## config.mk

```make
export PLATFORM = sky130hd
export DESIGN_NAME = sccp_front
export DESIGN_NICKNAME = d
export VERILOG_FILES = /design/src/design/sccp_pkg.sv /design/src/design/sccp_front.sv
export SDC_FILE = /design/constraint.sdc
export NUM_CORES = 1
export LEC_CHECK = 0
export ABC_CLOCK_PERIOD_IN_PS = 5000
export BUFFER_PORTS_ARGS = -buffer_cell sky130_fd_sc_hd__buf_4
export CORE_MARGIN = 2
export CORE_UTILIZATION = 40
export CTS_CLUSTER_SIZE = 30
export DETAILED_ROUTE_END_ITERATION = 8
export PLACE_DENSITY = 0.63
export SLEW_MARGIN = 10
export SYNTH_ARGS = -nofsm -noshare
export SYNTH_HDL_FRONTEND = slang
export SYNTH_SLANG_ARGS = --single-unit
```

## constraint.sdc

```tcl
create_clock -name clk -period 5 [get_ports clk]
set_input_delay 0.5 -clock clk [delete_from_list [all_inputs] [get_ports clk]]
set_output_delay 0.5 -clock clk [all_outputs]
set_load 0.03 [all_outputs]
```

## src/design/sccp_pkg.sv

```systemverilog
`default_nettype none
package sccp_pkg;

	// Unsigned 2/pi with 32 fraction bits.
	localparam logic [31:0] TWO_OVER_PI = 32'hA2F9836E;

	// Remainder magnitude |r| with 31 fraction bits; its largest value is 0.5.
	localparam int U_W = 31;

	// Queue depths and the widths of the counters that track them.
	localparam int MID_DEPTH = 4;
	localparam int OUT_DEPTH = 8;
	localparam int MID_CNT_W = $clog2(MID_DEPTH + 1);
	localparam int OUT_CNT_W = $clog2(OUT_DEPTH + 1);

	// Polynomial coefficients, 30 fraction bits.
	localparam logic signed [31:0] ONE_Q30 = 32'sd1073741824;
	localparam logic signed [31:0] C1 = 32'sd1686629690;
	localparam logic signed [31:0] C3 = -32'sd693597423;
	localparam logic signed [31:0] C5 = 32'sd85551349;
	localparam logic signed [31:0] C7 = -32'sd4930933;
	localparam logic signed [31:0] C2 = -32'sd1324675869;
	localparam logic signed [31:0] C4 = 32'sd272375234;
	localparam logic signed [31:0] C6 = -32'sd22398331;
	localparam logic signed [31:0] C8 = 32'sd970267;

	// A reduced angle, classified and ready for the polynomial pipeline.
	typedef struct packed {
		logic [U_W-1:0] u;
		logic [1:0]     quad;
		logic           rneg;
		logic           aneg;
	} sccp_item_t;

	typedef struct packed {
		logic signed [31:0] sine;
		logic signed [31:0] cosine;
	} sccp_result_t;

endpackage
`default_nettype wire

```

## src/design/sccp_front.sv

```systemverilog
`default_nettype none
module sccp_front #(
	parameter int ANGLE_FRAC_BITS = 24
) (
	input  wire logic               clk,
	input  wire logic               arst_n,
	input  wire logic               push,
	output logic                    full,
	input  wire logic signed [31:0] angle,
	output logic                    mid_push,
	output sccp_pkg::sccp_item_t    mid_item,
	input  wire logic               mid_pop
);
	import sccp_pkg::*;

	localparam int FB = ANGLE_FRAC_BITS + 32;
	localparam logic [FB-1:0] HALF = {1'b1, {(FB - 1){1'b0}}};

	logic                 accept;
	logic [31:0]          amag;
	logic [MID_CNT_W-1:0] cnt_q;
	logic                 vld_s1;
	logic [63:0]          prod_s1;
	logic                 aneg_s1;
	logic [FB-1:0]        frac;
	logic [1:0]           qlo;
	logic                 round_up;
	logic [FB-1:0]        rem;

	// Every item from acceptance until the back end takes it holds a slot
	// of the middle queue, so that queue can never overflow.
	assign full   = (cnt_q == MID_CNT_W'(MID_DEPTH));
	assign accept = push && !full;
	assign amag   = angle[31] ? (32'd0 - angle) : angle;

	always_ff @(posedge clk or negedge arst_n) begin
		if (!arst_n) begin
			cnt_q  <= '0;
			vld_s1 <= 1'b0;
		end else begin
			vld_s1 <= accept;
			if (accept && !mid_pop) begin
				cnt_q <= cnt_q + 1'b1;
			end else if (mid_pop && !accept) begin
				cnt_q <= cnt_q - 1'b1;
			end
		end
	end

	always_ff @(posedge clk) begin
		if (accept) begin
			prod_s1 <= 64'(amag) * 64'(TWO_OVER_PI);
			aneg_s1 <= angle[31];
		end
	end

	// Round to the nearest quadrant, ties to even; when rounding up the
	// remainder is negative and its magnitude is the complement of the fraction.
	assign frac     = prod_s1[FB-1:0];
	assign qlo      = prod_s1[FB+1:FB];
	assign round_up = (frac > HALF) || ((frac == HALF) && qlo[0]);
	assign rem      = round_up ? (FB'(0) - frac) : frac;

	assign mid_push      = vld_s1;
	assign mid_item.u    = rem[FB-1:FB-U_W];
	assign mid_item.quad = round_up ? qlo + 2'd1 : qlo;
	assign mid_item.rneg = round_up;
	assign mid_item.aneg = aneg_s1;

endmodule
`default_nettype wire

```

# --- After elaboration in Yosys (flattened, before gate mapping) ---
# Cells that the tools add are included.
word_totals:
  register_bits: 62
  in_bits: 36
  output_inout_bits: 37
  wordCells: 27
classes:
  addsub: 5
  n_mul: 1
  magnitude_cmp: 1
  n_eq_ne: 2
  n_mux: 5
  reduce_logical: 9
ops:
  columns: ["op", "n"]
  rows:
  - ["$mul A32 B31 Y57 const B", 1]
  - ["$gt A56 B56 Y1 const B", 1]
  - ["$mux W56", 1]
  - ["$sub A1 B56 Y56 const A", 1]
  - ["$eq A55 B55 Y1 const B", 1]
  - ["$mux W32", 1]
  - ["$sub A1 B32 Y32 const A", 1]
  - ["$mux W3", 2]
  - ["$logic_and A1 B1 Y1", 4]
  - ["$add A3 B1 Y3 const B", 1]
  - ["$eq A3 B3 Y1 const B", 1]
  - ["$logic_not A1 Y1", 3]
  - ["$sub A3 B1 Y3 const B", 1]
  - ["$add A2 B1 Y2 const B", 1]
  - ["$mux W2", 1]
  - ["$reduce_bool A2 Y1", 1]
  - ["$logic_or A1 B1 Y1", 1]

# --- Depth between registers and ports, before layout ---
# Gate-level depths: netlist of run 1.
logic_depth:
  depth_word: 7
  mapped_depth: 34
  mapped_depth_nobuf: 33

# --- Least setup slack after synthesis of run 1 ---
# Ideal clock, no wire load.
synth_timing:
  path_kind: "input -> register"
  startpoint: "in angle[7]"
  endpoint: "reg prod_s1[53], data pin"
  t_arrival_ns: 8.685
  path_slack_ns: -3.941
  stages: 29
  path_buffers: 1
  path_cell_list: "or4_4 -> nor4_2 -> and2b_1 -> nand2_1 -> or4_4 -> o31a_1 -> xor2_1 -> ha_1 -> fa_1 -> ha_1 -> inv_1 -> fa_1 -> fa_1 -> inv_1 -> fa_1 -> fa_1 -> inv_1 -> fa_1 -> inv_1 -> ha_1 -> clkbuf_1 -> a21oi_1 -> o21ai_0 -> a2111oi_0 -> o2bb2ai_1 -> o31ai_1 -> a311o_1 -> a211o_1 -> o211a_1"
synth_between:
  elab_chain_cells: 3
synth_lines:
  columns: ["element", "line", "rtl"]
  rows:
  - ["start, declared", "sccp_front.sv:9", "input wire logic signed [31:0] angle,"]
  - ["$sub A1 B32 Y32", "sccp_front.sv:34", "assign amag = angle[31] ? (32'd0 - angle) : angle;"]
  - ["$mux W32 *", "sccp_front.sv:34", null]
  - ["$mul A32 B31 Y57 *", "sccp_front.sv:52", "prod_s1 <= 64'(amag) * 64'(TWO_OVER_PI);"]
  - ["end signal, assigned", "sccp_front.sv:52", null]
  - ["end, declared", "sccp_front.sv:23", "logic [63:0] prod_s1;"]
# Every way passes the cells marked *; elsewhere a longest branch is shown, timed or not.
# A chain may end at the register's enable or synchronous reset.

# --- Worst setup path after layout of run 1 ---
# Ends and elaborated chain as after synthesis.

==> results of run 1 <==
cells by family (layout without fill, tap and decap cells):
kind of cell	count (synthesis)	in the layout	share of synthesized area
AO/OA/AOI/OAI	231	231	0.0733
multiplexers	2	2	0.00109
flip-flops	62	62	0.0892
adder cells (fa/ha/maj)	743	743	0.600
AND/OR/NAND/NOR	217	217	0.0559
buffers and inverters	689	1267	0.126
XOR/XNOR	130	130	0.0551
placed cells by master (no fill, tap or decap), drive strengths merged, types with 4 or more instances in the layout:
| cell type | netlist | routed |
|---|---|---|
| o21a | 9 | 9 |
| a21boi | 7 | 7 |
| nor3 | 8 | 8 |
| nand2 | 61 | 61 |
| fa | 412 | 412 |
| o41ai | 5 | 5 |
| or2 | 6 | 6 |
| a21o | 46 | 46 |
| edfxtp | 58 | 58 |
| a211oi | 5 | 5 |
| clkbuf | 21 | 10 |
| inv | 666 | 666 |
| nor4 | 10 | 10 |
| or3 | 9 | 9 |
| and2 | 12 | 12 |
| xor2 | 37 | 37 |
| nor2b | 6 | 6 |
| a31oi | 7 | 7 |
| o21ai | 49 | 49 |
| and3 | 7 | 7 |
| o31a | 4 | 4 |
| dfrtp | 4 | 4 |
| o31ai | 14 | 14 |
| a21oi | 56 | 56 |
| xnor2 | 93 | 93 |
| nand2b | 13 | 13 |
| o21bai | 9 | 9 |
| nand4 | 15 | 15 |
| buf | 2 | 585 |
| ha | 331 | 331 |
| or4 | 10 | 10 |
| nand3 | 8 | 8 |
| nor2 | 39 | 39 |
flip-flops by register name, indices dropped and copies added, names as in the netlist:
signal	count
cnt_q	3
aneg_s1	1
mid_push	1
prod_s1	57
routing by layer:
layer / up-vias / global-route usage / part of all wire
met5: - / 0 / 0
met4: 0 / 0.0831 / 0.045
met3: 116 / 0.0298 / 0.027
met2: 234 / 0.449 / 0.55
met1: 8044 / 0.258 / 0.38
li1: 7529 / - / -
per-stage QoR:
step	worst slack, ns	util	TNS [ns]	hold WS, ns	cell area [um2]
2_1_floorplan	-3.43	-	-122.08	0.204	22000
3_3_place_gp	-3.84	0.520	-154.04	0.294	26600
3_5_place_dp	-3.93	0.520	-157.25	0.297	26600
4_1_cts	-3.46	0.548	-134.14	0.479	28100
5_1_grt	-3.81	0.563	-151.29	0.484	28800
6_report	-3.51	0.563	-138.94	0.470	28800
layout make-up:
cell class	instances	area, um2
repair buffers	586	4770
flip-flops and latches	62	1840
well taps	680	851
clock inverters	5	75.1
inverters	666	2530
multi-input cells	1323	18500
clock buffers	10	229
fillers	4377	22400
final timing paths:
kind / cells past startpoint / slack [ns] / end
min: 1 / 0.47 / cnt_q[2]
min in group asynchronous: 2 / 0.49 / cnt_q[0]
min reg2reg: 1 / 0.47 / cnt_q[2]
max: 31 / -3.51 / prod_s1[53]
max in group asynchronous: 2 / 4.41 / cnt_q[1]
max reg2reg: 9 / 2.48 / cnt_q[2]
timing repair:
item,in CTS,in global routing
endpoints found under the setup margin,50,50
hold buffers,1,0
hold endpoints to repair,4,0
gates resized for setup,175,113
pin swaps,135,109
buffers inserted,50,28
==> reports/qor.yml, run 1 <==
netlist_area_mm2: 0.0207
yosys-top-cells-area: "sky130_fd_sc_hd__fa_1, sky130_fd_sc_hd__ha_1, sky130_fd_sc_hd__inv_1"
ios: 73
clock_insertion_delay_worst_skew_ns: 0.34
drt-pass1-iter-count: 5
fin_nets: 3427
track_usage: 0.233
rsz0062_at_grt: "yes"
clock-skew-final_ns: 0.00312
timing.slew.headroom: 0.315
post_detailed_route_wirelength_per_cell_um: 17.5
grt_pass1_wl_um: 95800
timing.critical_path.arrival_ns: 8.60
clock-sinks: 62
worst_path_max_fanout: 5
synth_ff_type: "sky130_fd_sc_hd__edfxtp_1"
synthDominantCellAreaShare: 0.399
timing.hold.worst.start: "cnt_q[2]"
share_of_post_route_cells_with_drive_strength_above_1: 0.353
syn-instance-count: 2074
fmaxAchievable_mhz: 117
fin_crit_sh: 1.70
dpl.cell_count: 3243
grt_max_degree: 61
synth-edff-count: 58
cts_max_path_buffers: 2
critical_path_required_ns: 5.09
hpwl_um: 51800
vias_in_the_first_global_route: 18600
cts.htree.levels: 3
synth_fp_nets: 2853
setup.worst_path.class: "in -> reg"
area_growth_syn_to_layout_pct: 39.5
number_of_clock_buffers_inserted_by_tritoncts: 9
timing.final.max_slew_violations: 0
ys_warn_count: 0
cap_violations: 0
core_region_mm2: 0.0512
finalCriticalPeriod_ns: 8.51
final-setup-viol-count: 50
rows: 83
drt-initial-drc-count: 562
violations: "setup timing"
antenna_found_initial: 0
critPathMaxStageDelay_ns: 0.55
clk_transition_reported_paths_ns: 0.05
drt-vias-per-instance: 4.78
num_vias: 15900
yosys.area.top_type: "sky130_fd_sc_hd__fa_1"
fp.dieH_um: 231
gp_routability_congestion: 0.941
end_kind: "flop"
drcViolationCount: 0
worst_hold_path_type: "reg -> reg"
ant_nets: 0
synth.distinct_cells: 64
synth_commonest_cells: "sky130_fd_sc_hd__inv_1, sky130_fd_sc_hd__fa_1, sky130_fd_sc_hd__ha_1"
synthMostInstantiatedCell: "sky130_fd_sc_hd__inv_1"
worst_setup_path_start_kind: "input pin"
synth_seq_cells: 62
worst_pin_slew_ns: 1.03
initial_standard_cell_utilization_of_the_core: 0.403
final.setup.worst_slack_ns: -3.51
asyncSetResetFlopFracSynth: 0.0645
worstSetupStartpoint: "angle[7]"
n_antenna_cell: 0
cts_tree: "yes"
fin_cells: 3332
dieWidth_um: 231
worst_path_dominant_cell_family: "adder cells"
root_buffer: "sky130_fd_sc_hd__clkbuf_16"
final_wirelength_um: 58300
postSynthAreaPerCell_um2: 9.96
design.die.area_mm2: 0.0535
cp_num_buf_inv: 5
run_status: "finished, violations left"
timing_hold_violations_final: 0
synth-seq-area-share: 0.0892
path_common_cell: "sky130_fd_sc_hd__fa_1"
io_buffers: 72
crit_path_top_delay_cell: "sky130_fd_sc_hd__or4_4"
worst_r2r_startpoint: "cnt_q[2]"
gr-total-overflow: 0
Power of run 1 is not shown: default switching activity piles up to over one toggle a cycle in this logic, so the estimate is an artifact.
==> run 2, diff against run 1 <==
Settings changed: CORE_ASPECT_RATIO set to 0.8, CORE_MARGIN 2 to 10, GPL_TIMING_DRIVEN set to 0.
==> run 2 against run 1 <==
Effect of this change:
- the run still ends with setup timing left
- final cell count down 9.0%
- sequential share of layout area rose by 0.42 points
- register-to-register slack gained 0.50 ns
- global-route usage is 4.4 points lower
- cell area shrank 6.2%
- hold slack worse by 0.030 ns
- fmax shrank 1.1%
- first-iteration DRC count grew 42%
- wire length about the same
- critical path type unchanged
- largest cell class unchanged
==> reports/qor.yml, run 2 (synthesis gave the netlist of run 1 again) <==
worst_pin_slew_ns: 0.670  # -0.357 ns
drt-vias-per-instance: 4.90  # +2.4%
final_wirelength_um: 58400  # about the same
grt_busiest_layer: "met2"
worst_hold_path_type: "in -> reg"
preCtsSetupSlack_ns: -4.89  # -0.962 ns
cts_max_path_buffers: 2  # unchanged
setup.worst_path.class: "in -> reg"
layout.cells.most_common_list: "sky130_fd_sc_hd__inv_1, sky130_fd_sc_hd__fa_1, sky130_fd_sc_hd__ha_1"
grtUsageMet3: 0.0238  # -0.00593
violations: "setup timing"
io_buffers: 72  # unchanged
worst-path-stages: 33  # +6.5%
drcViolationCount: 0  # unchanged
hpwl_um: 49500  # -4.4%
critical_path_required_ns: 5.09  # about the same
clock-skew-final_ns: 0.00936  # +0.00623 ns
detailed_place.area_mm2: 0.0234  # -12%
r2r_cells: 6  # -3
cts.htree.levels: 3  # unchanged
worst_path_max_fanout: 6  # +1
dieWidth_um: 274  # +19%
critPathMaxStageDelay_ns: 0.56  # about the same
worst-r2r-setup-slack_ns: 2.98  # +0.50 ns
crit_path_top_delay_cell: "sky130_fd_sc_hd__fa_1"
worstSetupStartpoint: "angle[9]"
max_ffs_per_register: 57  # unchanged
ios: 73  # unchanged
num_vias: 14800  # -6.8%
timing.critical_path.arrival_ns: 8.69  # +0.09 ns
initial_standard_cell_utilization_of_the_core: 0.404  # +0.000701
design.die.area_mm2: 0.0612  # +14%
ant_nets: 0  # unchanged
track_usage: 0.188  # -0.0444
grt_pass1_wl_um: 89600  # -6.5%
clock_insertion_delay_worst_skew_ns: 0.33  # about the same
path_common_cell: "sky130_fd_sc_hd__fa_1"
end_kind: "flop"
cap_violations: 0  # unchanged
final.setup.worst_slack_ns: -3.61  # -0.0934 ns
fin_crit_sh: 1.72  # +0.0187
timing.final.max_slew_violations: 0  # unchanged
share_of_post_route_cells_with_drive_strength_above_1: 0.287  # -0.0662
worst_path_dominant_cell_family: "adder cells"
cts_tree: "yes"
fp.dieH_um: 223  # -3.5%
layout_commonest_cell: "sky130_fd_sc_hd__inv_1"
globalRouteMet2Util: 0.294  # -0.156
post_detailed_route_wirelength_per_cell_um: 19.3  # +10%
gp_routability_congestion: 0.951  # +1.1%
rsz0062_at_grt: "yes"
finish.instance_area_mm2: 0.0270  # -6.2%
regMostFlops: "prod_s1"
groute.layer.met1.usage: 0.279  # +0.0210
filler_cell_count: 4497  # +2.7%
number_of_clock_buffers_inserted_by_tritoncts: 9  # unchanged
run_status: "finished, violations left"
area_growth_syn_to_layout_pct: 30.8
core_region_mm2: 0.0511  # -0.17%
worst_setup_path_start_kind: "input pin"
fmaxAchievable_mhz: 116  # -1.1%
totalNegativeSetupSlack_ns: -137.72  # +1.23 ns
rows: 74  # -11%
drt-initial-drc-count: 796  # +42%
finalCriticalPeriod_ns: 8.61  # +0.0934 ns
worst_r2r_endpoint: "cnt_q[1]"
clock-sinks: 62  # unchanged
drt-pass1-iter-count: 5  # unchanged
grt_max_degree: 32  # -48%
n_antenna_cell: 0  # unchanged
timing.slew.headroom: 0.553  # +0.238
gr-total-overflow: 0  # unchanged
cp_num_buf_inv: 7  # +2
biggestRegsByFlops: "prod_s1 (57), cnt_q (3)"
fin_nets: 3121  # -8.9%
worst_r2r_startpoint: "cnt_q[0]"
clk_transition_reported_paths_ns: 0.06  # about the same
timing_hold_violations_final: 0  # unchanged
crit_end: "prod_s1[53]"
root_buffer: "sky130_fd_sc_hd__clkbuf_16"
antenna_found_initial: 0  # unchanged
final-setup-viol-count: 49  # -2.0%
vias_in_the_first_global_route: 15700  # -16%
==> run 2: how the worst min path moves through the flow <==
| stage | startpoint | end | cells after the start |
|---|---|---|---|
| after global placement | arst_n | mid_push | 1 |
| after detailed placement | arst_n | mid_push | 1 |
| final | angle[31] | aneg_s1 | 1 |
| after global routing | push | mid_push | 2 |
| after CTS | push | mid_push | 2 |
| after floorplan | arst_n | cnt_q[0] | 0 |
==> run 2: metrics by stage <==
stage	std cells	utilization	hold WS, ns
floorplan	2074	-	0.204
global placement	2830	0.457	0.295
detailed placement	2833	0.459	0.298
CTS	2967	0.503	0.434
global route	3031	0.529	0.440
finish	3031	0.529	0.441
==> run 2: layout make-up <==
| cell class | instances | area, um2 | area share |
|---|---|---|---|
| sequential | 62 | 1840 | 0.0682 |
| timing repair buffer | 261 | 2300 | 0.0850 |
| inverter | 666 | 2540 | 0.0939 |
| clock buffer | 9 | 225 | 0.00833 |
| tap | 684 | 856 | 0.0317 |
| buffer | 19 | 196 | 0.00727 |
| clock inverter | 7 | 96.3 | 0.00357 |
| multi-input combinational | 1323 | 19000 | 0.702 |
==> run 2: what timing repair did <==
action,4_1_cts,5_1_grt
hold buffers,1,0
setup buffers,120,65
pin swaps,100,112
gates resized for setup,188,173
hold endpoints to repair,4,0
setup endpoints to repair,51,50
==> run 2: per-layer routing <==
layer	wire, um	up-vias	part of all wire
li1	-	6933	-
met1	28000	7569	0.48
met2	27000	299	0.46
met3	2760	37	0.047
met4	618	0	0.011
met5	0	-	0
Power of run 2 is left out for the same reason.
