--- config.mk ---
export PLATFORM = sky130hd
export DESIGN_NAME = sccp_fifo
export DESIGN_NICKNAME = d
export VERILOG_FILES = /design/src/design/sccp_fifo.sv
export SDC_FILE = /design/constraint.sdc
export NUM_CORES = 1
export LEC_CHECK = 0
export BUFFER_PORTS_ARGS = -buffer_cell sky130_fd_sc_hd__buf_2
export CORE_ASPECT_RATIO = 1.2
export CORE_MARGIN = 1
export CORE_UTILIZATION = 50
export DETAILED_ROUTE_END_ITERATION = 8
export GPL_ROUTABILITY_DRIVEN = 0
export GPL_TIMING_DRIVEN = 0
export PLACE_DENSITY_LB_ADDON = 0.08
export SYNTH_ARGS = -nofsm -noshare
export SYNTH_HDL_FRONTEND = slang
export SYNTH_SLANG_ARGS = --single-unit
--- constraint.sdc ---
create_clock -name clk -period 1.7 [get_ports clk]
set_input_delay 0.425 -clock clk [delete_from_list [all_inputs] [get_ports clk]]
set_output_delay 0.425 -clock clk [all_outputs]
set_load 0.01 [all_outputs]
--- src/design/sccp_fifo.sv ---
`default_nettype none
module sccp_fifo #(
	parameter int WIDTH = 8,
	parameter int DEPTH = 4
) (
	input  wire logic             clk,
	input  wire logic             arst_n,
	input  wire logic             wr_en,
	input  wire logic [WIDTH-1:0] wr_data,
	output logic                  is_full,
	input  wire logic             rd_en,
	output logic [WIDTH-1:0]      rd_data,
	output logic                  is_empty
);
	localparam int AW = $clog2(DEPTH);
	localparam int CW = $clog2(DEPTH + 1);

	logic [WIDTH-1:0] mem_q [DEPTH];
	logic [AW-1:0]    wr_ptr_q;
	logic [AW-1:0]    rd_ptr_q;
	logic [CW-1:0]    count_q;
	logic             do_wr;
	logic             do_rd;

	assign is_full  = (count_q == CW'(DEPTH));
	assign is_empty = (count_q == '0);
	assign do_wr    = wr_en && !is_full;
	assign do_rd    = rd_en && !is_empty;
	assign rd_data  = mem_q[rd_ptr_q];

	always_ff @(posedge clk or negedge arst_n) begin
		if (!arst_n) begin
			wr_ptr_q <= '0;
			rd_ptr_q <= '0;
			count_q  <= '0;
		end else begin
			if (do_wr) begin
				wr_ptr_q <= (wr_ptr_q == AW'(DEPTH - 1)) ? '0 : wr_ptr_q + 1'b1;
			end
			if (do_rd) begin
				rd_ptr_q <= (rd_ptr_q == AW'(DEPTH - 1)) ? '0 : rd_ptr_q + 1'b1;
			end
			if (do_wr && !do_rd) begin
				count_q <= count_q + 1'b1;
			end else if (do_rd && !do_wr) begin
				count_q <= count_q - 1'b1;
			end
		end
	end

	always_ff @(posedge clk) begin
		if (do_wr) begin
			mem_q[wr_ptr_q] <= wr_data;
		end
	end

endmodule
`default_nettype wire

# After elaboration in Yosys (flattened, before gate mapping)
# Memory sizes are Yosys's and may differ from the RTL's.
# Cells that the tools add are included.
[word_totals]
romBits = 0
out_inout_bits = 10
ram_bits = 32
latchBits = 0
memories = 1
reg_bits = 7
[op_classes]
n_mux = 6
n_div = 0
multipliers = 0
add_sub_neg = 4
shift = 0
magnitude_cmp = 0
reduce_logical = 10
bitwise = 0
n_eq_ne = 3
[mem_list]
columns = ["name", "words", "width", "read_ports", "rd_ports_with_merged_regs", "write_ports", "line", "text"]
rows = [
  ["mem_q", 4, 8, 1, 0, 1, "18", "logic [WIDTH-1:0] mem_q [DEPTH];"],
]
[op_table]
columns = ["operator", "n"]
rows = [
  ["two-way mux 3 bit", 2],
  ["adder 2 x 1 -> 2 bit (second input constant)", 2],
  ["equality test 2 bit (second input constant)", 2],
  ["logical AND 1 bit", 4],
  ["zero test 1 bit", 4],
  ["two-way mux 2 bit", 2],
  ["adder 3 x 1 -> 3 bit (second input constant)", 1],
  ["equality test 3 bit (second input constant)", 1],
  ["zero test 3 bit", 1],
  ["subtractor 3 x 1 -> 3 bit (second input constant)", 1],
  ["two-way mux 1 bit", 2],
  ["nonzero test 2 bit", 1],
]

# Depth between registers and ports, before layout
# Gate-level depths: netlist (run 1).
[depth]
ltp_word = 7
depth_mapped = 8
depth_no_buf = 8

# Least setup slack after synthesis (run 1)
# OpenSTA, ideal clock, no wires.
[synth_timing]
path_type = "reg2reg"
start = "register count_q[0]"
end = "register count_q[2]"
stages_incl_launch_ff = 9
path_buffers = 0
setup_time_ns = 0.079
arrival_time_ns = 1.998
t_required_ns = 1.621
slack_ns = -0.377
cell_sequence = "dfrtp_1 nor3_1 nand2b_4 ha_1 inv_1 fa_1 xor2_1 nor2_1 xor2_1"
[synth_between]
elab_chain_len = 6
word_cells_on_any_way = 15
[synth_rtl]
columns = ["element", "line", "text"]
rows = [
  ["start, declared", "21", "logic [CW-1:0] count_q;"],
  ["start signal, assigned", "44", "count_q <= count_q + 1'b1;"],
  ["start signal, assigned", "46", "count_q <= count_q - 1'b1;"],
  ["zero test 3 bit *", "26", "assign is_empty = (count_q == '0);"],
  ["named net is_empty", "13", "output logic is_empty"],
  ["zero test 1 bit *", "28", "assign do_rd = rd_en && !is_empty;"],
  ["logical AND 1 bit *", "28", ""],
  ["zero test 1 bit", "43", "if (do_wr && !do_rd) begin"],
  ["logical AND 1 bit", "43", ""],
  ["two-way mux 3 bit or nonzero test 2 bit (tied branches)", "n/a", ""],
]
# The timed path passes the listed nets; every way through them passes the cells marked *. The select of a mux whose other input is x is not followed.
# A chain may end at the register's enable or synchronous reset.

# Final worst setup path (run 1)
[layout_timing]
start = "register rd_ptr_q[0]"
end = "output rd_data[7]"
[layout_between]
elab_chain_len = 1
[layout_rtl]
columns = ["element", "line", "text"]
rows = [
  ["start, declared", "20", "logic [AW-1:0] rd_ptr_q;"],
  ["start signal, assigned", "41", "rd_ptr_q <= (rd_ptr_q == AW'(DEPTH - 1)) ? '0 : rd_ptr_q + 1'b1;"],
  ["memory (4 x 8 bit)", "n/a", ""],
  ["end, declared", "12", "output logic [WIDTH-1:0] rd_data,"],
]
# Every way passes these cells.

==> qor.csv, run 1 <==
metric;value;unit
status;finished with violations;
failing checks;negative setup slack;
Multi-input gate area;498;um2
syn_nets;98;
clk sink count;39;
final worst setup slack;-0.293;ns
Max IR drop VDD;1130;uV
H-tree level count;2;
Num CTS Buffers;5;
CP cell instances;clkbuf_16 -> mux4_2 -> buf_6;
n_diodes;0;
largest net degree at the start of global routing;13;
share of layout cells above drive strength 1;55.6;%
CP Data Arrival Time;1.57;ns
CP max stage cell;mux4_2;
R2R Setup Slk;-0.15;ns
PD cells;1710;mW/mm2
Avg Cell Area, Syn;20.5;um2
max_cap viols;0;
Simple-Gate Fraction of Synth Area;5.49;%
Final Critical Period;1.99;ns
post-synth cell types;19;
die width;53.9;um
critical path depth;3;
Crit path buffers/inverters;2;
Layout Cell Area excl Fill;0.00202;mm2
Synth Area in XOR/XNOR;1.62;%
synth warn;0;
#FFs+latches synth;39;
worst slew pin tran;0.455;ns
Worst Reg-to-Reg Cells;6;
Largest delay share family, worst path;multiplexers;
Final #Nets;135;
HP Class;in2reg;
Worst R2R Start;count_q[1]$_DFFE_PN0P_;
total power;0.00345;W
Most used DFF post-synth;edfxtp_1;
Slew HR;69.6;%
clock skew;0.0124;ns
placed insts;136;
FF+latch area;0.00114;mm2
dpl hpwl;1.57;mm
worst-path maximum fanout;5;
RSZ-0062 raised after global routing;yes;
# DRC;0;
async set or reset register ratio after synthesis;17.9;%
largest family of logic cells by synthesized area;multiplexers;
Chip Height;64.3;um
final max-slew violation count;0;
Compound-Gate Fraction of Synth Area;0;%
fillers;230;
final setup fails;11;
Post-Synth Adder-Cell Area;5.88;%
vias per std cell;5.11;
commonest non-fill, non-tap cell in the layout;edfxtp_1;
via count;782;
Cell Area, Synth;0.00162;mm2
fin crit share;117;%
CP Launch Type;flop;
Leak Pwr;0.785;nW
placed cell areas;0.00179;mm2
post-synthesis cell count;79;
CTS tree;built;
Starting DRT DRC Count;7;
area grow syn2layout;24.7;%
number of synthesized flops with an enable pin;32;
Die ar.;0.00347;mm2
IO Pins;22;
vias in the first global route;782;
WL per Instance;15.6;um
fmax;0.502;GHz
clock slew at reported path FFs;0.11;ns
Total Routed Length;2.38;mm
CTS Root Buffer Type;clkbuf_4;
core area;0.00308;mm2
first-pass GRT wire length;3.71;mm
Worst Setup SP;rd_ptr_q[0]$_DFFE_PN0P_;
clk buf depth;2;
Final Core Density;65.5;%
Site Rows;22;
initial antenna violation count;0;
DR pass1 iterations;2;
Post-DRT Antenna Nets;0;
Non-Filler Instances;153;
Worst-Skew Late Latency;0.34;ns
Setup CP Type;reg2out;
Place WS;-0.238;ns
max incr delay on CP;0.50;ns
GRT Util Overall;16.7;%
CP endpoint kind;primary output;
Required @ worst endpoint;1.27;ns
Port Buffer Count;21;
Seq/Total Area, Yosys;70.2;%
mux share of post-synthesis cell area;15.5;%
reg2reg end;count_q[1]$_DFFE_PN0P_;
Overflow after GRT;0;
final-report hold violation count;0;
initial core utilization;52.5;%
commonest non-fill, non-tap cells in the layout;32 x edfxtp_1, 14 x buf_2, 8 x mux4_2, 8 x buf_4, 7 x buf_6;
Setup crit end;rd_data[7];
[Yosys cell counts, types with 2 or more instances]
cell type  instances  share of area [%]
edfxtp_1          32                 59
nor2_1             4               0.93
mux2_4             4                3.7
mux4_2             8                 11
inv_1              3               0.70
ha_1               6                4.6
and2_1             3                1.2
dfrtp_1            7                 11
xor2_1             2                1.1
[layer usage]
| layer | global-route usage (%) | part of all wire, % |
|---|---|---|
| met1 | 19.3 | 40 |
| met3 | 8.10 | 4.7 |
| met4 | 8.88 | 2.3 |
| met5 | 0 | 0 |
| met2 | 24.8 | 53 |
[report_power, final]
part           internal, W  switching, W  total, W
clock network     0.000201      0.000279  0.000479
logic             0.000925      0.000558   0.00148
registers          0.00130      0.000193   0.00149
[per-stage QoR]
stage / TNS, ns / hold WS (ns)
global placement: -0.899 / 0.268
detailed placement: -1.16 / 0.273
finish: -2.45 / 0.289
floorplan: -0.305 / 0.129
CTS: -2.74 / 0.282
global route: -3.17 / 0.269
[sequential cells by signal (all words and copies together) (netlist names)]
name	cells
count_q	3
wr_ptr_q	2
rd_ptr_q	2
mem_q	32
[worst min path at each step]
stage | cells past startpoint | from | slack, ns | to
finish | 1 | wr_data[4] | 0.29 | mem_q[3][4]$_DFFE_PP_
global route | 1 | wr_data[5] | 0.27 | mem_q[0][5]$_DFFE_PP_
CTS | 1 | wr_data[4] | 0.28 | mem_q[3][4]$_DFFE_PP_
detailed placement | 1 | arst_n | 0.27 | count_q[1]$_DFFE_PN0P_
global placement | 1 | arst_n | 0.27 | count_q[1]$_DFFE_PN0P_
floorplan | 0 | arst_n | 0.13 | count_q[0]$_DFFE_PN0P_
[logic make-up after synthesis]
| kind of cell | count (synthesis) |
|---|---|
| DFF | 39 |
| adders and majority gates | 7 |
| and+or+nand+nor | 12 |
| muxes | 13 |
| xor gates and xnor gates | 3 |
| buffers and inverters | 5 |
[cell type report]
| cell class | instances | area share (%) |
|---|---|---|
| multi-input combinational | 35 | 24.7 |
| inverter | 3 | 0.558 |
| timing repair buffer | 31 | 12.1 |
| sequential | 39 | 56.5 |
| clock inverter | 1 | 0.248 |
| tap | 36 | 2.23 |
| clock buffer | 7 | 2.73 |
| buffer | 1 | 0.992 |
[repair_timing]
action / 4_1_cts / 5_1_grt
pin swaps: 3 / 2
gates resized for setup: 5 / 14
gates cloned: 0 / 1
setup endpoints to repair: 11 / 40
setup buffers: 6 / 3
hold endpoints to repair: 7 / 0
hold buffers: 1 / 0
(Power assumes the default switching activity.)
==> inputs of run 2 (changes only) <==
--- a/config.mk
+++ b/config.mk
@@ -11,7 +11,6 @@
 export CORE_UTILIZATION = 50
 export DETAILED_ROUTE_END_ITERATION = 8
 export GPL_ROUTABILITY_DRIVEN = 0
-export GPL_TIMING_DRIVEN = 0
 export PLACE_DENSITY_LB_ADDON = 0.08
 export SYNTH_ARGS = -nofsm -noshare
 export SYNTH_HDL_FRONTEND = slang
==> run 2 against run 1 <==
  * The flow still finishes with violations (negative setup slack)
  * Register-to-register slack worse by 0.06 ns
  * Worst setup slack better by 0.014 ns
  * Cell count up 6.5%
  * Critical path type unchanged
  * Critical endpoint is now rd_data[1]
==> qor.csv, run 2 (same netlist as run 1, synthesis figures left out) <==
metric;value;unit
Worst-Skew Late Latency;0.34;ns
CP Data Arrival Time;1.55;ns
Starting DRT DRC Count;6;
CTS Root Buffer Type;clkbuf_4;
clk sink count;39;
CP endpoint kind;primary output;
Port Buffer Count;21;
initial core utilization;52.5;%
Biggest register;mem_q;
Required @ worst endpoint;1.27;ns
worst slew pin tran;0.434;ns
Total Routed Length;2.58;mm
first-pass GRT wire length;4.36;mm
Hold Slack;0.289;ns
largest net degree at the start of global routing;12;
HP Class;in2reg;
vias in the first global route;921;
status;finished with violations;
fin crit share;116;%
initial antenna violation count;0;
M1 WL;948;um
share of layout cells above drive strength 1;54.3;%
Max IR drop VDD;1090;uV
cell internal pwr;0.00240;W
GRT Util Overall;19.5;%
number of flip-flops in the largest register;32;
Sw Share;30.5;%
final setup fails;11;
core area;0.00308;mm2
Slew HR;71.0;%
dpl hpwl;1.78;mm
final-report hold violation count;0;
worst-path maximum fanout;7;
area grow syn2layout;26.8;%
Chip Height;64.3;um
Leak Pwr;0.815;nW
Final Critical Period;1.98;ns
Layout Cell Area excl Fill;0.00205;mm2
clock share of power;12.3;%
commonest non-fill, non-tap cells in the layout;32 x edfxtp_1, 18 x buf_4, 15 x buf_2;
R2R Setup Slk;-0.21;ns
max_cap viols;0;
clock skew;0.0115;ns
Site Rows;22;
via count;841;
Top Registers;mem_q (32), count_q (3);
part of the power in combinational logic;44.8;%
CTS tree;built;
IO Pins;22;
Num CTS Buffers;5;
fmax;0.505;GHz
Post-DRT Antenna Nets;0;
Overflow after GRT;0;
DR pass1 iterations;2;
final max-slew violation count;0;
# DRC;0;
Die ar.;0.00347;mm2
WL per Instance;15.8;um
n_diodes;0;
placed cell areas;0.00191;mm2
die width;53.9;um
Final #Nets;145;
met2 wire len;1.46;mm
commonest non-fill, non-tap cell in the layout;edfxtp_1;
Setup CP Type;reg2out;
Top Layer Used;met4;
switching power;0.00106;W
H-tree level count;2;
final worst setup slack;-0.279;ns
RSZ-0062 raised after global routing;yes;
PD cells;1690;mW/mm2
clk buf depth;2;
sequential fraction of design power;42.9;%
clock slew at reported path FFs;0.11;ns
failing checks;negative setup slack;
vias per std cell;5.16;
CP Launch Type;flop;
metal3 WL;111;um
-- run 2: changes by cell type in the layout (fill, tap and decap cells not counted), sizes merged --
| cell | before | now |
|---|---|---|
| buf | 30 | 41 |
| clkbuf | 8 | 6 |
| clkinv | 1 | 2 |
-- run 2: worst paths after layout --
check	cells past startpoint	to	startpoint
worst max register to register	7	count_q[1]$_DFFE_PN0P_	count_q[1]$_DFFE_PN0P_
worst min-delay path	1	mem_q[3][0]$_DFFE_PP_	wr_data[0]
worst max-delay path	3	rd_data[1]	rd_ptr_q[0]$_DFFE_PN0P_
worst min register to register	1	wr_ptr_q[0]$_DFFE_PN0P_	wr_ptr_q[0]$_DFFE_PN0P_
max in group asynchronous	2	count_q[2]$_DFFE_PN0P_	arst_n
min in group asynchronous	2	count_q[0]$_DFFE_PN0P_	arst_n
-- run 2: power groups by stage --
stage	clock network (W)	registers, W	logic [W]
after global placement	0	0.00150	0.00132
after floorplan	0	0.00144	0.000868
after CTS	0.000446	0.00149	0.00146
final	0.000426	0.00149	0.00155
after global routing	0.000479	0.00152	0.00173
after detailed placement	0	0.00151	0.00135
-- run 2: worst max-delay path, cell delays in order, from the launching register on --
cell	delay [ns]
dfrtp_1	0.41
buf_12	0.15
mux4_2	0.51
buf_6	0.14
-- run 2: metal layers --
layer  vias to the layer above  track usage (%)
met5                         -                0
met4                         0             9.87
met1                       418             20.3
met2                        19             33.2
met3                         8             6.67
li1                        396                -
-- run 2: through the flow --
step	std cells	TNS [ns]	worst slack, ns	util, %	power [W]
floorplan	79	-0.305	-0.159	-	0.00230
global placement	149	-0.208	-0.174	61.9	0.00282
detailed placement	149	-0.313	-0.205	61.9	0.00286
CTS	161	-2.68	-0.306	65.3	0.00339
global route	163	-3.49	-0.347	66.6	0.00372
finish	163	-2.69	-0.279	66.6	0.00346
-- run 2: final cells by class --
type,instances,area (um2)
flip-flops and latches,39,1140
fillers,220,1030
multi-input cells,35,488
repair buffers,42,319
well taps,36,45.0
clock buffers,6,41.3
inverters,3,11.3
clock inverters,2,7.51
-- run 2: repair_timing --
action | 4_1_cts | 5_1_grt
pin swaps | 3 | 1
gates resized for setup | 5 | 5
buffers inserted | 3 | 2
hold buffers | 1 | 0
endpoints found under the hold margin | 7 | 0
setup endpoints to repair | 11 | 11
==> inputs of run 3 (changes only) <==
--- a/config.mk
+++ b/config.mk
@@ -15,3 +15,4 @@
 export SYNTH_ARGS = -nofsm -noshare
 export SYNTH_HDL_FRONTEND = slang
 export SYNTH_SLANG_ARGS = --single-unit
+export TNS_END_PERCENT = 50
==> constraint.sdc (replaced) <==
create_clock -name clk -period 1.7 [get_ports clk]
set_input_delay 0.085 -clock clk [delete_from_list [all_inputs] [get_ports clk]]
set_output_delay 0.085 -clock clk [all_outputs]
set_load 0.01 [all_outputs]
==> run 3 against run 2 <==
  * Largest power group unchanged
  * Hold slack got worse by 0.19 ns
  * Total power fell by 2.2%
  * Largest cell class unchanged
  * The flow still finishes with violations (negative setup slack)
  * Via count rose by 3.7%
  * Non-clock buffer count is 4 higher
  * Clock power down 0.9%
  * Sequential power barely moved
  * Critical path type is now reg2reg
==> qor.csv, run 3 (same netlist as run 1, synthesis figures left out) <==
metric;value;unit
clk buf depth;2;
switching power;0.00103;W
number of flip-flops in the largest register;32;
part of the power in combinational logic;44.0;%
Chip Height;64.3;um
cell internal pwr;0.00235;W
Final #Nets;149;
clock slew at reported path FFs;0.11;ns
vias in the first global route;910;
Non-Filler Instances;167;
CP Launch Type;flop;
clock share of power;12.5;%
Worst-Skew Late Latency;0.33;ns
Biggest register;mem_q;
placed insts;147;
worst-path maximum fanout;3;
Slew HR;68.4;%
CP cell instances;nor3b_4 -> nor2b_4 -> ha_4 -> inv_2 -> fa_2 -> mux2_4;
commonest non-fill, non-tap cell in the layout;edfxtp_1;
CTS tree;built;
# DRC;0;
via count;872;
vias per std cell;5.22;
Total Neg Setup Slack;-0.218;ns
fmax;0.551;GHz
initial core utilization;52.5;%
CTS Root Buffer Type;clkbuf_4;
sequential fraction of design power;43.6;%
Final Critical Period;1.81;ns
die width;53.9;um
Port Buffer Count;21;
clock skew;0.0146;ns
Post-DRT Antenna Nets;0;
worst slew pin tran;0.474;ns
share of layout cells above drive strength 1;51.1;%
GRT Util Overall;19.0;%
Total Routed Length;2.63;mm
core area;0.00308;mm2
CP Data Arrival Time;2.03;ns
initial antenna violation count;0;
Worst R2R Start;count_q[1]$_DFFE_PN0P_;
Starting DRT DRC Count;12;
Required @ worst endpoint;1.91;ns
Setup CP Type;reg2reg;
Die ar.;0.00347;mm2
Num CTS Buffers;5;
Site Rows;22;
Top Registers;mem_q (32), count_q (3);
CP max stage cell;dfrtp_2;
final worst setup slack;-0.114;ns
fin crit share;107;%
final setup fails;2;
PD cells;1610;mW/mm2
Leak Pwr;0.830;nW
Overflow after GRT;0;
Worst Setup SP;count_q[1]$_DFFE_PN0P_;
Sw Share;30.4;%
HP Class;in2async;
area grow syn2layout;30.2;%
n_diodes;0;
Layout Cell Area excl Fill;0.00211;mm2
largest net degree at the start of global routing;13;
H-tree level count;2;
WL per Instance;15.8;um
max incr delay on CP;0.46;ns
final max-slew violation count;0;
placed cell areas;0.00193;mm2
DR pass1 iterations;4;
failing checks;negative setup slack;
CP endpoint kind;flop;
Max IR drop VDD;980;uV
status;finished with violations;
first-pass GRT wire length;4.35;mm
IO Pins;22;
RSZ-0062 raised after global routing;yes;
clk sink count;39;
max_cap viols;0;
final-report hold violation count;0;
commonest non-fill, non-tap cells in the layout;32 x edfxtp_1, 21 x buf_2, 12 x buf_4;
## run 3: layout make-up
| type | count | area [um2] |
|---|---|---|
| fill | 223 | 977 |
| sequential | 39 | 1140 |
| clock buffer | 6 | 41.3 |
| multi-input combinational | 35 | 494 |
| inverter | 3 | 11.3 |
| clock inverter | 2 | 8.76 |
| tap | 36 | 45.0 |
| timing repair buffer | 46 | 365 |
## run 3: worst max-delay path, delay by kind of cell (launching register included)
family        cells  cell delay, ns
mux               1            0.28
flops             1            0.46
simple gates      2            0.35
fa+ha+maj         2            0.58
buf+inv           1            0.05
## run 3: power groups by stage
stage | logic, W | registers (W) | clock network [W]
5_1_grt | 0.00164 | 0.00150 | 0.000485
2_1_floorplan | 0.000866 | 0.00144 | 0
6_report | 0.00149 | 0.00147 | 0.000422
3_3_place_gp | 0.00137 | 0.00148 | 0
4_1_cts | 0.00151 | 0.00148 | 0.000441
3_5_place_dp | 0.00141 | 0.00150 | 0
## run 3: layer usage
metal / wire [um] / vias to the layer above / track usage [%]
li1: - / 406 / -
met1: 1020 / 439 / 21.6
met2: 1460 / 21 / 31.6
met3: 101 / 6 / 6.43
met4: 51 / 0 / 7.89
met5: 0 / - / 0
## run 3: worst paths after layout
| path | to | depth (start not counted) | slack, ns |
|---|---|---|---|
| setup / recovery | count_q[1]$_DFFE_PN0P_ | 6 | -0.11 |
| min in group clk | count_q[0]$_DFFE_PN0P_ | 4 | 0.18 |
| hold reg to reg | count_q[2]$_DFFE_PN0P_ | 2 | 0.61 |
| max in group asynchronous | count_q[1]$_DFFE_PN0P_ | 2 | 1.41 |
| setup reg to reg | count_q[1]$_DFFE_PN0P_ | 6 | -0.11 |
| hold / removal | wr_ptr_q[0]$_DFFE_PN0P_ | 2 | 0.10 |
## run 3: metrics by stage
step                      total power, W  hold WS [ns]  worst slack, ns  utilization [%]
after detailed placement         0.00291       -0.0671           -0.187             62.7
after CTS                        0.00344        0.0879           -0.137             68.3
final                            0.00338         0.101           -0.114             68.3
after floorplan                  0.00230        -0.211           -0.164                -
after global placement           0.00285       -0.0724           -0.113             62.7
after global routing             0.00363        0.0753           -0.220             68.3
## run 3: what timing repair did
item | in CTS | in global routing
gates resized for setup | 6 | 0
pin swaps | 4 | 0
hold endpoints to repair | 39 | 0
setup buffers | 3 | 0
hold buffers | 9 | 0
endpoints found under the setup margin | 10 | 2
cloned | 0 | 0
